### config.mk
export PLATFORM = sky130hd
export DESIGN_NAME = bpc_ctrl
export DESIGN_NICKNAME = d
export VERILOG_FILES = /design/src/rtl/bpc_pkg.sv /design/src/rtl/bpc_ctrl.sv
export SDC_FILE = /design/constraint.sdc
export NUM_CORES = 1
export LEC_CHECK = 0
export ABC_CLOCK_PERIOD_IN_PS = 1900
export BUFFER_PORTS_ARGS = -buffer_cell sky130_fd_sc_hd__buf_2
export CORE_AREA = 10 10 47 49
export CTS_CLUSTER_DIAMETER = 120
export DETAILED_ROUTE_END_ITERATION = 6
export DIE_AREA = 0 0 57 59
export PLACE_DENSITY = 0.54
export SLEW_MARGIN = 20
export SYNTH_ARGS = -nofsm -noshare
export SYNTH_HDL_FRONTEND = slang
export SYNTH_SLANG_ARGS = --single-unit
### constraint.sdc
create_clock -name i_clk -period 1.9 [get_ports i_clk]
set_input_delay 0.285 -clock i_clk [delete_from_list [all_inputs] [get_ports i_clk]]
set_output_delay 0.285 -clock i_clk [all_outputs]
set_load 0.01 [all_outputs]
### src/rtl/bpc_pkg.sv
// Package for the barometric pressure compensation block.
// Holds status codes, state machine type and controller/datapath command structs.
package bpc_pkg;

    localparam int unsigned DivStepW = 6;

    typedef enum logic [1:0] {
        ST_OK        = 2'd0,
        ST_TEMP_HELD = 2'd1,
        ST_PRES_HELD = 2'd2,
        ST_TDIV_ZERO = 2'd3
    } t_status;

    typedef enum logic [3:0] {
        S_IDLE,
        S_TX1,
        S_TDEN,
        S_TDIV,
        S_TB5,
        S_PB6,
        S_PSQ,
        S_PMUL,
        S_PB4,
        S_PB7,
        S_PDIV,
        S_PFIN1,
        S_PFIN2,
        S_OUT
    } t_state;

    // Controller-to-datapath commands: one step per cycle, held while waiting.
    typedef struct packed {
        logic   load;
        t_state step;
        logic   div_start;
        logic   emit;
    } t_cmd;

    // Status from datapath to controller.
    typedef struct packed {
        logic ut_zero;
        logic div_busy;
    } t_stat;

endpackage

### src/rtl/bpc_ctrl.sv
// Controller state machine for barometric compensation.
// Depends on bpc_pkg; drives bpc_datapath by command struct.
module bpc_ctrl (
    input  logic           i_clk,
    input  logic           i_rst_n,
    input  logic           i_in_valid,
    output logic           o_in_ready,
    output logic           o_out_valid,
    input  logic           i_out_ready,
    input  bpc_pkg::t_stat i_stat,
    output bpc_pkg::t_cmd  o_cmd
);
    bpc_pkg::t_state r_state, n_state;
    logic r_ovalid, r_wait;

    // Next state.
    always_comb begin
        n_state = r_state;
        unique case (r_state)
            bpc_pkg::S_IDLE:  if (i_in_valid) n_state = bpc_pkg::S_TX1;
            bpc_pkg::S_TX1:   n_state = i_stat.ut_zero ? bpc_pkg::S_PB6 : bpc_pkg::S_TDEN;
            bpc_pkg::S_TDEN:  n_state = bpc_pkg::S_TDIV;
            bpc_pkg::S_TDIV:  if (r_wait && !i_stat.div_busy) n_state = bpc_pkg::S_TB5;
            bpc_pkg::S_TB5:   n_state = bpc_pkg::S_PB6;
            bpc_pkg::S_PB6:   n_state = bpc_pkg::S_PSQ;
            bpc_pkg::S_PSQ:   n_state = bpc_pkg::S_PMUL;
            bpc_pkg::S_PMUL:  n_state = bpc_pkg::S_PB4;
            bpc_pkg::S_PB4:   n_state = bpc_pkg::S_PB7;
            bpc_pkg::S_PB7:   n_state = bpc_pkg::S_PDIV;
            bpc_pkg::S_PDIV:  n_state = bpc_pkg::S_PFIN1;
            bpc_pkg::S_PFIN1: if (r_wait && !i_stat.div_busy) n_state = bpc_pkg::S_PFIN2;
            bpc_pkg::S_PFIN2: n_state = bpc_pkg::S_OUT;
            bpc_pkg::S_OUT:   if (!r_ovalid || i_out_ready) n_state = bpc_pkg::S_IDLE;
            default:          n_state = bpc_pkg::S_IDLE;
        endcase
    end

    // Commands.
    always_comb begin
        o_cmd.step      = r_state;
        o_cmd.load      = (r_state == bpc_pkg::S_IDLE) && i_in_valid;
        o_cmd.div_start = ((r_state == bpc_pkg::S_TDIV) || (r_state == bpc_pkg::S_PFIN1))
                          && !r_wait;
        o_cmd.emit      = (r_state == bpc_pkg::S_OUT) && (!r_ovalid || i_out_ready);
        o_in_ready      = (r_state == bpc_pkg::S_IDLE);
        o_out_valid     = r_ovalid;
    end

    always_ff @(posedge i_clk) begin
        if (!i_rst_n) begin
            r_state  <= bpc_pkg::S_IDLE;
            r_ovalid <= 1'b0;
            r_wait   <= 1'b0;
        end else begin
            r_state <= n_state;
            r_wait  <= (n_state == r_state);
            if (o_cmd.emit)       r_ovalid <= 1'b1;
            else if (i_out_ready) r_ovalid <= 1'b0;
        end
    end

`ifndef NO_ASSERTIONS
    a_no_accept_busy: assert property (@(posedge i_clk) disable iff (!i_rst_n)
        o_in_ready |-> (r_state == bpc_pkg::S_IDLE)) else $error("ready outside idle");
    a_out_after: assert property (@(posedge i_clk) disable iff (!i_rst_n)
        (r_state == bpc_pkg::S_OUT) |=> r_ovalid) else $error("result lost");
    a_hold: assert property (@(posedge i_clk) disable iff (!i_rst_n)
        (r_ovalid && !i_out_ready) |=> r_ovalid) else $error("result dropped");
`endif
endmodule
==> run metrics <==
largest net degree at the start of global routing 11; Synth warnings 0; ant diodes 0; Final Non-Filler Cells 84; vias ~440; Post-Syn Area between 300 and 400 sq um; Max-slew headroom 70.6%; Setup CP Type flip-flop to flip-flop; clk_lat worst skew about 0.24 ns; post-CTS resize count 0; DRT Pass-1 Iters 5; Synth Instances 52; Tmin final ~1.7 ns; Clock H-tree levels 1; CTS tree yes; initial antenna violation count 0; Final Slew Violations 0; top cells by area, synth dfxtp_1 (30%), a21oi_1 (7.6%), nor3_1 (7.6%), nor2_1 (4.7%), nor4_1 (4.7%); DRT Wirelength between 1000 and 1500 um; die area between 3000 and 4000 sq um; share of cells above drive strength 1 35.3%; # hold bufs at CTS 0; footprint of the multi-input gates around 240 sq um; area grow syn2layout 26.2%; I/O Pins 15; DR vias/cell 5.18; power density over the cells between 1000 and 1500 nW/um^2; initial core utilization between 20 and 30%; max frequency between 500 and 600 MHz; gr usage total under 10%; Post-Place Cells slightly above 80; die height 59 um; Worst setup SP type flip-flop; CORE AREA about 1400 sq um; detailed placement HPWL between 800 and 900 um; CP Max Fanout 10; post-synth cell types 24; total of max-cap violations 0; routability congestion estimate about 0.84; setup violators final 0; syn_nets 58; total CTS buffers 3; DRC 0; WL/cell roughly 12 um; Setup TNS 0 ns; Placed Area 478 sq um; Setup Skew 0.00175 ns; status finished, final reports clean; fraction of the cycle the final worst path needs 90.1%; Final Util between 30% and 40%; CTS Buffer Depth 2; Clock Sinks 6; Final Hold Vio Count 0; fillers 150; Hold Crit Class input pin to flip-flop; cell area after layout about 500 sq um; number of global-route vias before repair approximately 450; total congestion overflow 0; #FFs+latches synth 6; register area approximately 120 sq um; CP Capture Type flip-flop; dominant cell type by area after synthesis dfxtp_1; WP data arrival 1.86 ns; post-route ant nets 0; Rows 14; Worst Tran Pin Value 0.439 ns; maximum VDD drop between 500 and 600 uV; Final nets 76; setup bufs post-CTS 0; syn_area_per_cell around 7.6 sq um; sequential-to-total area share from yosys stat between 30 and 40%; first-pass GRT wire length around 1800 um; Clock transition at path regs ~0.040 ns; root buffer cell clkbuf_4; Synth top area share about 30%; P_leak 0.218 nW; I/O Buffers 14; unrepaired setup endpoints after global routing false; chip width 57 um; initial drt markers 7; Req. time, crit path roughly 2.0 ns
==> worst max-delay path, stage by stage, from the launching register on <==
cell and delay, ns:
dfxtp_1 0.49, nand2_1 0.16, a32o_1 0.32, o41a_1 0.33, a2111oi_2 0.31
==> report_power, final <==
group	total (W)	leakage, nW	internal [W]	switching, W
registers	0.000214	0.0492	0.000161	0.0000529
logic	0.000415	0.155	0.000206	0.000209
clock network	0.000117	0.0138	0.0000714	0.0000452
==> registers in the layout (all words and copies together), names as in the netlist <==
register     cells
r_state          4
o_out_valid      1
r_wait           1
==> cells in the final DEF (no fill, tap or decap) <==
cell type	count
and3_1	1
and2_1	2
and2b_2	1
nand3_1	1
buf_2	14
a31oi_1	1
a2111oi_2	1
buf_4	2
o41a_1	1
and2b_4	1
clkbuf_4	3
inv_1	3
o21ai_0	1
and2_2	1
nor2_1	5
a211oi_1	1
dfxtp_1	6
nand2b_1	2
nor3_1	6
and3_4	1
nand2_1	4
a32o_1	1
a21oi_1	6
nor4_1	3
==> area by class of cell <==
cell class | count | share of cell area [%]
multi-input cells | 40 | 48.3
flip-flops and latches | 6 | 24.0
repair buffers | 16 | 17.0
clock buffers | 3 | 4.50
well taps | 16 | 4.00
inverters | 3 | 2.25
==> metrics by stage <==
stage	hold WS, ns	total power (W)	setup WS (ns)
after floorplan	0.480	0.000527	0.248
after global routing	0.389	0.000820	0.0389
after global placement	0.547	0.000636	0.163
final	0.367	0.000745	0.189
after detailed placement	0.560	0.000634	0.190
after CTS	0.353	0.000755	0.174
==> Yosys cell counts <==
master / n
nor4_1: 3
dfxtp_1: 6
inv_1: 3
and2b_4: 1
a211oi_1: 1
and3_1: 1
a21oi_1: 6
a32o_1: 1
a2111oi_2: 1
and2_1: 2
buf_2: 1
buf_4: 1
nand2_1: 4
o21ai_0: 1
o41a_1: 1
nand2b_1: 2
nand3_1: 1
and2b_2: 1
and2_2: 1
nor3_1: 6
nor2_1: 5
buf_6: 1
and3_4: 1
a31oi_1: 1
==> metal layers <==
layer	GRT usage (%)	part of all wire, %	up-vias
li1	-	-	221
met1	5.91	40	185
met2	10.7	46	25
met3	3.86	11	4
met4	5.03	2.2	0
met5	0	0	-
==> cell families (layout without fill, tap and decap cells) <==
| group | Yosys count | in the layout | share of synthesized area, % |
|---|---|---|---|
| and+or+nand+nor | 28 | 28 | 39.4 |
| AOI/OAI and AO/OA | 12 | 12 | 21.5 |
| DFF | 6 | 6 | 30.3 |
| buffers and inverters | 6 | 22 | 8.83 |
==> worst paths after layout <==
path	startpoint	endpoint	slack (ns)	cells past startpoint
max	r_state[2]	r_wait	0.19	4
min	i_rst_n	r_state[0]	0.37	3
max reg2reg	r_state[2]	r_wait	0.19	4
min reg2reg	r_state[1]	r_state[3]	0.57	2
Note: power is estimated with default switching activity, not from simulation.
